[config.mk]
export PLATFORM = sky130hd
export DESIGN_NAME = software_timer_bank
export DESIGN_NICKNAME = d
export VERILOG_FILES = /design/src/rtl/stb_pkg.sv /design/src/rtl/software_timer_bank.sv
export SDC_FILE = /design/constraint.sdc
export NUM_CORES = 2
export LEC_CHECK = 0
export ABC_CLOCK_PERIOD_IN_PS = 7790
export BUFFER_PORTS_ARGS = -buffer_cell sky130_fd_sc_hd__buf_2
export CORE_ASPECT_RATIO = 1.5
export CORE_MARGIN = 2
export CORE_UTILIZATION = 55
export DETAILED_ROUTE_END_ITERATION = 10
export PLACE_DENSITY_LB_ADDON = 0.25
export SKIP_CTS_REPAIR_TIMING = 1
export SLEW_MARGIN = 20
export SYNTH_ARGS = -nofsm -noshare
export SYNTH_HDL_FRONTEND = slang
export SYNTH_SLANG_ARGS = --single-unit
[constraint.sdc]
create_clock -name i_clk -period 7.79 [get_ports i_clk]
set_input_delay 0.779 -clock i_clk [delete_from_list [all_inputs] [get_ports i_clk]]
set_output_delay 0.779 -clock i_clk [all_outputs]
set_load 0.01 [all_outputs]
[src/rtl/stb_pkg.sv]
package stb_pkg;

    typedef enum logic [2:0] {
        OP_ADD   = 3'd0,
        OP_RESET = 3'd1,
        OP_START = 3'd2,
        OP_STOP  = 3'd3,
        OP_TICK  = 3'd4,
        OP_CLEAR = 3'd5
    } t_op;

    typedef enum logic [1:0] {
        KIND_ACK    = 2'd0,
        KIND_EXPIRY = 2'd1,
        KIND_DONE   = 2'd2
    } t_kind;

    localparam logic [23:0] STEP_RESET = 24'd500000;
    localparam logic [9:0]  US_PER_MS  = 10'd1000;

    typedef struct packed {
        logic [2:0]  op;
        logic [15:0] timer_id;
        logic [21:0] delay_ms;
        logic        periodic;
        logic        start_active;
    } t_in;

    typedef struct packed {
        logic [1:0]  kind;
        logic [15:0] event_id;
        logic        status;
        logic        last;
    } t_out;

endpackage

[src/rtl/software_timer_bank.sv]
// Bank of TIMERS countdown timers driven by single-cycle commands. A command is
// taken when start is high and busy is low; each result appears on o_result
// for one cycle with o_valid high and cannot be held off. Add, reset, start,
// stop and clear produce one acknowledge. An add to a full table is refused
// with status set and does not raise busy; any other add keeps busy high through
// a registered delay_ms*1000 multiply, then the entry write, which registers its
// acknowledge. Reset/start/stop walk the table through one shared id compare,
// and a tick walks it through one shared subtract/compare unit, emitting one
// expiry per expired entry and then a done result. A walk spends a read step
// and a process step on every entry, then a closing step registers the last result.
// Timer state sits in a single-port memory read at the walk address and written
// at most once per walk step.
module software_timer_bank #(
    parameter int TIMERS = 16
) (
    input  logic           i_clk,
    input  logic           i_rst_n,
    input  logic           start,
    output logic           busy,
    input  stb_pkg::t_in   i_cmd,
    input  logic           i_cfg_we,
    input  logic [23:0]    i_cfg_data,
    output logic           o_valid,
    output stb_pkg::t_out  o_result
);
    import stb_pkg::*;

    localparam int IW = (TIMERS > 1) ? $clog2(TIMERS) : 1;
    localparam int CW = $clog2(TIMERS + 1);

    typedef struct packed {
        logic [15:0] ident;
        logic        running;
        logic        repeat_en;
        logic [31:0] reload_us;
        logic [31:0] remaining_us;
    } t_entry;

    typedef enum logic [2:0] {
        ST_IDLE, ST_MUL, ST_WRITE, ST_READ, ST_PROC, ST_ACK
    } t_state;

    t_entry      r_mem [TIMERS];
    t_entry      r_rd;
    t_state      r_state;
    t_in         r_cmd;
    logic [23:0] r_step;
    logic [15:0] r_next_id;
    logic [CW-1:0] r_total;
    logic [CW-1:0] r_idx;
    logic        r_found;
    logic [31:0] r_prod;
    logic        r_valid;
    t_out        r_res;

    logic [IW-1:0] w_addr;
    logic          w_we;
    t_entry        w_wdata;
    logic          w_in_table;

    assign w_addr     = r_idx[IW-1:0];
    assign w_in_table = r_idx < r_total;
    assign busy       = r_state != ST_IDLE;
    assign o_valid    = r_valid;
    assign o_result   = r_res;

    // write path for an added entry and for the entry under the walk
    always_comb begin
        w_we    = 1'b0;
        w_wdata = r_rd;
        if (r_state == ST_WRITE) begin
            w_we                 = 1'b1;
            w_wdata.ident        = r_next_id;
            w_wdata.running      = r_cmd.start_active;
            w_wdata.repeat_en    = r_cmd.periodic;
            w_wdata.reload_us    = r_prod;
            w_wdata.remaining_us = r_prod;
        end else if (r_state == ST_PROC && w_in_table) begin
            if (r_cmd.op == OP_TICK) begin
                if (r_rd.running) begin
                    w_we = 1'b1;
                    if (r_rd.remaining_us < {8'd0, r_step}) begin
                        if (r_rd.repeat_en) begin
                            w_wdata.remaining_us = r_rd.reload_us;
                        end else begin
                            w_wdata.remaining_us = '0;
                            w_wdata.running      = 1'b0;
                        end
                    end else begin
                        w_wdata.remaining_us = r_rd.remaining_us - {8'd0, r_step};
                    end
                end
            end else if (!r_found && r_rd.ident == r_cmd.timer_id) begin
                w_we = 1'b1;
                if (r_cmd.op == OP_RESET) w_wdata.remaining_us = r_rd.reload_us;
                else w_wdata.running = (r_cmd.op == OP_START);
            end
        end
    end

    // entry memory
    always_ff @(posedge i_clk) begin
        if (w_we) r_mem[w_addr] <= w_wdata;
        r_rd <= r_mem[w_addr];
    end

    // sequencer
    always_ff @(posedge i_clk) begin
        if (!i_rst_n) begin
            r_state   <= ST_IDLE;
            r_step    <= STEP_RESET;
            r_next_id <= 16'd1;
            r_total   <= '0;
            r_idx     <= '0;
            r_found   <= 1'b0;
            r_valid   <= 1'b0;
        end else begin
            r_valid <= 1'b0;
            if (i_cfg_we) r_step <= i_cfg_data;
            unique case (r_state)
                ST_IDLE: begin
                    if (start) begin
                        r_cmd   <= i_cmd;
                        r_idx   <= '0;
                        r_found <= 1'b0;
                        case (i_cmd.op)
                            OP_ADD: begin
                                if (r_total >= CW'(TIMERS)) begin
                                    r_valid <= 1'b1;
                                    r_res   <= '{KIND_ACK, 16'd0, 1'b1, 1'b1};
                                end else begin
                                    r_idx   <= r_total;
                                    r_state <= ST_MUL;
                                end
                            end
                            OP_RESET, OP_START, OP_STOP, OP_TICK: r_state <= ST_READ;
                            OP_CLEAR: begin
                                r_total <= '0;
                                r_valid <= 1'b1;
                                r_res   <= '{KIND_ACK, 16'd0, 1'b0, 1'b1};
                            end
                            default: begin
                                r_valid <= 1'b1;
                                r_res   <= '{KIND_ACK, 16'd0, 1'b0, 1'b1};
                            end
                        endcase
                    end
                end
                ST_MUL: begin
                    r_prod  <= 32'(r_cmd.delay_ms) * 32'(US_PER_MS);
                    r_state <= ST_WRITE;
                end
                ST_WRITE: begin
                    r_total   <= r_total + 1'b1;
                    r_next_id <= r_next_id + 16'd1;
                    r_valid   <= 1'b1;
                    r_res     <= '{KIND_ACK, r_next_id, 1'b0, 1'b1};
                    r_state   <= ST_IDLE;
                end
                ST_READ: r_state <= ST_PROC;
                ST_PROC: begin
                    if (w_in_table) begin
                        if (r_cmd.op == OP_TICK) begin
                            if (r_rd.running && r_rd.remaining_us < {8'd0, r_step}) begin
                                r_valid <= 1'b1;
                                r_res   <= '{KIND_EXPIRY, r_rd.ident, 1'b0, 1'b0};
                            end
                        end else if (r_rd.ident == r_cmd.timer_id) begin
                            r_found <= 1'b1;
                        end
                    end
                    if (r_idx == CW'(TIMERS - 1)) begin
                        r_state <= ST_ACK;
                    end else begin
                        r_idx   <= r_idx + 1'b1;
                        r_state <= ST_READ;
                    end
                end
                ST_ACK: begin
                    r_valid <= 1'b1;
                    if (r_cmd.op == OP_TICK) begin
                        r_res <= '{KIND_DONE, 16'd0, 1'b0, 1'b1};
                    end else begin
                        r_res <= '{KIND_ACK, 16'd0, 1'b0, 1'b1};
                    end
                    r_state <= ST_IDLE;
                end
                default: r_state <= ST_IDLE;
            endcase
        end
    end
endmodule

# Word-level counts from Yosys, hierarchy flattened
# Memory sizes are Yosys's and may differ from the RTL's. A register that Yosys moved wholly into a read port is not among the register bits.
# Cells that the tools add are included.
[totals] regBits=147 mem_bits_rw=1312 inputBits=71 out_inout_bits=22 word_cells=130 n_memories=1
[memory_table] memory="r_mem" depth=16 width=82 rd=1 rd_clocked_by_memory_dff=1 write_ports=1 line_no="software_timer_bank.sv:43" text="t_entry r_mem [TIMERS];"
[op_classes] n_addsub=4 multipliers=1 order_cmp=3 n_eq_ne=27 muxes=58 n_reduce_logical=19
[ops] op="2-to-1 mux 32 bit" count=8
[ops] op="2-to-1 mux 20 bit" count=6
[ops] op="one-hot mux 20 bit (4 select lines)" count=1
[ops] op="one-hot mux 20 bit (2 select lines)" count=1
[ops] op="2-to-1 mux 33 bit" count=1
[ops] op="< comparator 32 x 24 -> 1 bit" count=1
[ops] op="subtractor 32 x 24 -> 32 bit" count=1
[ops] op="2-to-1 mux 5 bit" count=6
[ops] op="multiplier 22 x 7 -> 29 bit, second input constant" count=1
[ops] op="2-to-1 mux 1 bit" count=24
[ops] op="one-hot mux 5 bit (2 select lines)" count=2
[ops] op="adder 16 x 1 -> 16 bit, second input constant" count=1
[ops] op="equality test 16 bit" count=1
[ops] op="2-to-1 mux 16 bit" count=1
[ops] op="equality test 3 x 2 -> 1 bit, second input constant" count=5
[ops] op="equality test 3 bit, second input constant" count=5
[ops] op="one-hot mux 3 bit (4 select lines)" count=1
[ops] op="AND reduction 3 bit" count=4
[ops] op="adder 5 x 1 -> 5 bit, second input constant" count=2
[ops] op="inequality test 2 bit, second input constant" count=5
[ops] op="equality test 3 x 1 -> 1 bit, second input constant" count=3
[ops] op="2-to-1 mux 3 bit" count=3
[ops] op="inequality test 2 x 1 -> 1 bit, second input constant" count=4
[ops] op="AND reduction 8 bit" count=1
[ops] op="18 further kinds" count=24

# Logic depth before layout (Yosys ltp)
[logic_depth] depth_word=8 ltp_mapped=18 depth_no_buf=18

# Least setup slack after synthesis
# No wires, ideal clock.
[synth_path] kind="register to register" from="reg r_total[1]" to="mem r_mem[3][0] (netlist bit), enable pin" setup_time_ps=623 arrival_time_ps=7287 required_ps=7167 slack_ps=-120 path_stages_with_launch=10 n_path_buf=0 synth_period_minus_slack_ps=7910 path_cell_list="dfxtp_1 inv_1 ha_1 a21o_1 a21o_1 a21oi_1 o21ai_1 o21ai_1 nand2_1 nor3_1"
[synth_via] elab_chain_len=6
[synth_rtl] element="from (decl)" line_no="software_timer_bank.sv:49" text="logic [CW-1:0] r_total;"
[synth_rtl] element="from (signal assigned)" line_no="software_timer_bank.sv:154" text="r_total <= r_total + 1'b1;"
[synth_rtl] element="< comparator 5 bit" line_no="software_timer_bank.sv:62" text="assign w_in_table = r_idx < r_total;"
[synth_rtl] element="logical AND 1 bit" line_no="software_timer_bank.sv:78" text="end else if (r_state == ST_PROC && w_in_table) begin"
[synth_rtl] element="2-to-1 mux 1 bit" line_no="software_timer_bank.sv:78"
[synth_rtl] element="2-to-1 mux 1 bit" line_no="software_timer_bank.sv:71" text="if (r_state == ST_WRITE) begin"
[synth_rtl] element="2-to-1 mux 1 bit" line_no="software_timer_bank.sv:103" text="if (w_we) r_mem[w_addr] <= w_wdata;"
[synth_rtl] element="2-to-1 mux 1 bit (implied by the code)" line_no="software_timer_bank.sv:103"
[synth_rtl] element="to (decl)" line_no="software_timer_bank.sv:43"
# Every way passes these cells.

# Worst setup path in the final report
[layout_path] from="reg r_cmd[4] (netlist bit)" to="reg r_prod[30], data pin"
[layout_via] elab_chain_len=1
[layout_rtl] element="from (decl)" line_no="software_timer_bank.sv:46" text="t_in r_cmd;"
[layout_rtl] element="from (signal assigned)" line_no="software_timer_bank.sv:123" text="r_cmd <= i_cmd;"
[layout_rtl] element="multiplier 22 x 7 -> 29 bit" line_no="software_timer_bank.sv:150" text="r_prod <= 32'(r_cmd.delay_ms) * 32'(US_PER_MS);"
[layout_rtl] element="to (signal assigned)" line_no="software_timer_bank.sv:150"
[layout_rtl] element="to (decl)" line_no="software_timer_bank.sv:52" text="logic [31:0] r_prod;"
# Every way passes these cells.
# A chain may end at the register's enable or synchronous reset.

==> results_dict.tcl <==
set metrics [dict create \
    status "finished clean" \
    crit_type "flip-flop to flip-flop" \
    regArea_mm2 0.0449 \
    worstReg2RegStart "r_cmd[4]" \
    syn_area_mm2 0.0633 \
    cts_buffer_depth 3 \
    synth_flop_cell "edfxtp_1" \
    cts_buffers 137 \
    rr_endpoint "r_prod[30]" \
    core_mm2 0.114 \
    drt-wirelength-per-cell_um 29.9 \
    power.total_w 0.0193 \
    crit_fanout 5 \
    drc 0 \
    gp_congestion 0.864 \
    end_kind "flip-flop" \
    drt-total-wl_um 153000 \
    cp_data_required_time_ns 8.29 \
    cts_root_buf "clkbuf_16" \
    postSynthCellCount 3317 \
    rsz0062_at_grt "false" \
    period_minus_slack_ns 5.13 \
    ys_ff_latch 1541 \
    finalSetupViolCount 0 \
    ys_seq_area_frac 0.709 \
    reg2reg_depth 18 \
    die_y_um 420 \
    whs_endpoint "r_cmd[35]" \
    synth_edf_count 1404 \
    finalCritPeriodShare 0.658 \
    cts.sinks 1541 \
    firstDrtPassIters 5 \
    vias 32408 \
    grt_pass1_vias 33467 \
    vias_per_cell 6.33 \
    antenna_found_initial 6 \
    fin_nets 3714 \
    worst_pin_slew_ns 1.13 \
    drv_slew 0 \
    multi_input_area_mm2 0.0174 \
    dieArea_mm2 0.118 \
    slew_headroom 0.245 \
    power.leakage_nw 23.3 \
    clkSlewWorstSetupHoldPaths_ns 0.06 \
    die_w_um 281 \
    drive_above_1_share 0.232 \
    ant_nets 0 \
    yosysUniqueCellTypes 76 \
    startpoint_type "flip-flop" \
    clk_latency_ns 0.77 \
    hold_viol 0 \
    vdd_ir_drop_max_mv 0.236 \
    area_growth_pct 11.4 \
    cap_violations 0 \
    grt_usage 0.266 \
    h-tree-depth 4 \
    grt_max_degree 162 \
    finalClockSkew_ns 0.0340 \
    min_path_cells 1 \
    start_util 0.554 \
    final_common_cell "edfxtp_1" \
    rows 152 \
    n_fill_cell 7835 \
    worstHoldPathType "input port to flip-flop" \
    yosys_warnings 0 \
    portBuffers 92 \
    synth.avg_cell_area_um2 19.1 \
    cts_tree "yes" \
    overflow 0 \
    fmax_mhz 195 \
    tns_ns 0 \
    async_flop_share 0 \
    min-delay-start "i_cmd[35]" \
    first_iter_violations 3980 \
    powerDensity_mw_per_mm2 273 \
    grt_pass1_wl_um 224000 \
    final_cell_mix "edfxtp_1, mux4_2, nand2_1, inv_1, clkbuf_16" \
    r2r_slack_ns 2.66 \
    syn-num-nets 3568 \
    critical_path_arrival_ns 5.62 \
    num_io_pins 93 \
    dp.final_hpwl_um 83600 \
]
[metrics by stage]
step	hold slack [ns]	utilization	std cells	area (um^2)	setup slack [ns]
3_3_place_gp	0.470	0.577	4862	65900	2.77
4_1_cts	0.136	0.617	5112	70500	2.65
3_5_place_dp	0.486	0.577	4862	65900	2.70
2_1_floorplan	0.457	-	3317	63400	2.08
5_1_grt	0.155	0.617	5115	70600	2.30
6_report	0.192	0.617	5116	70600	2.66
[worst max path at each step]
stage | from | endpoint | slack, ns | depth (start not counted)
6_report | r_cmd[4] | r_prod[30] | 2.66 | 18
3_3_place_gp | r_cmd[7] | r_prod[30] | 2.77 | 16
2_1_floorplan | r_total[1] | r_mem[7][0] | 2.08 | 9
5_1_grt | r_cmd[7] | r_prod[30] | 2.30 | 16
4_1_cts | r_cmd[8] | r_prod[30] | 2.65 | 16
3_5_place_dp | r_cmd[4] | r_prod[30] | 2.70 | 18
[sequential cells by signal, summed over array words and instances (netlist names)]
signal	count
o_result	20
o_valid	1
r_cmd	43
r_found	1
r_idx	5
r_mem	1312
r_next_id	16
r_prod	29
r_rd	82
r_state	3
r_step	24
r_total	5
[layer usage]
metal,wire length [um],global-route usage,share of wire,up-vias
li1,-,-,-,13464
met1,58000,0.356,0.38,17065
met2,77500,0.446,0.51,1573
met3,12600,0.0484,0.082,302
met4,4960,0.0847,0.032,4
met5,17,0,0.00011,-
[worst max-delay path: stages, from the launching register on]
cell and delay, ns:
edfxtp_1 0.45, inv_1 0.13, fa_1 0.52, inv_1 0.05, ha_1 0.31, xnor2_1 0.23, fa_1 0.47, fa_1 0.50
inv_1 0.05, ha_1 0.34, o21ai_0 0.13, o211ai_1 0.26, and3_1 0.25, nor2_1 0.08, o31ai_1 0.47, o41ai_2 0.13
o21bai_1 0.27, o41ai_2 0.10, xnor2_1 0.13
[area by class of cell]
cell class / count / area share
timing repair buffer: 153 / 0.0155
antenna: 2 / 0.0000709
clock buffer: 191 / 0.0551
inverter: 165 / 0.00885
tap: 1540 / 0.0273
clock inverter: 59 / 0.00996
multi-input combinational: 1465 / 0.247
sequential: 1541 / 0.636
[cells in the mapped netlist (all sizes together) (9+ instances only)]
library cell | instances | area [um^2]
nor2b | 25 | 156
nor3 | 20 | 105
o211ai | 17 | 133
dfxtp | 137 | 2740
xor2 | 30 | 263
nand4 | 12 | 75.1
nand3 | 19 | 95.1
nor2 | 76 | 290
o21a | 15 | 115
fa | 78 | 1560
a222oi | 9 | 90.1
o21ai | 76 | 399
mux4 | 410 | 9230
clkbuf | 96 | 360
xnor2 | 47 | 412
inv | 165 | 619
ha | 102 | 1280
nand2b | 12 | 75.1
edfxtp | 1404 | 42200
or3 | 11 | 68.8
and2 | 16 | 100
a22oi | 26 | 195
mux2i | 18 | 180
nand2 | 233 | 875
a21oi | 76 | 388
buf | 50 | 228
a21o | 27 | 203
a21boi | 9 | 67.6
[power by group]
| group | internal [W] | switching, W | leakage, nW |
|---|---|---|---|
| registers | 0.00951 | 0.000162 | 13.8 |
| logic | 0.00109 | 0.00156 | 7.23 |
| clock network | 0.00397 | 0.00297 | 2.22 |
[cells by family after synthesis]
family / count (synthesis) / synth area share
multiplexers: 429 / 0.149
AND/OR/NAND/NOR: 453 / 0.0323
AO/OA/AOI/OAI: 326 / 0.0354
adder cells (fa/ha/maj): 180 / 0.0448
flip-flops: 1541 / 0.709
buffers and inverters: 311 / 0.0191
XOR/XNOR: 77 / 0.0106
Note: power is estimated with default switching activity, not from simulation.
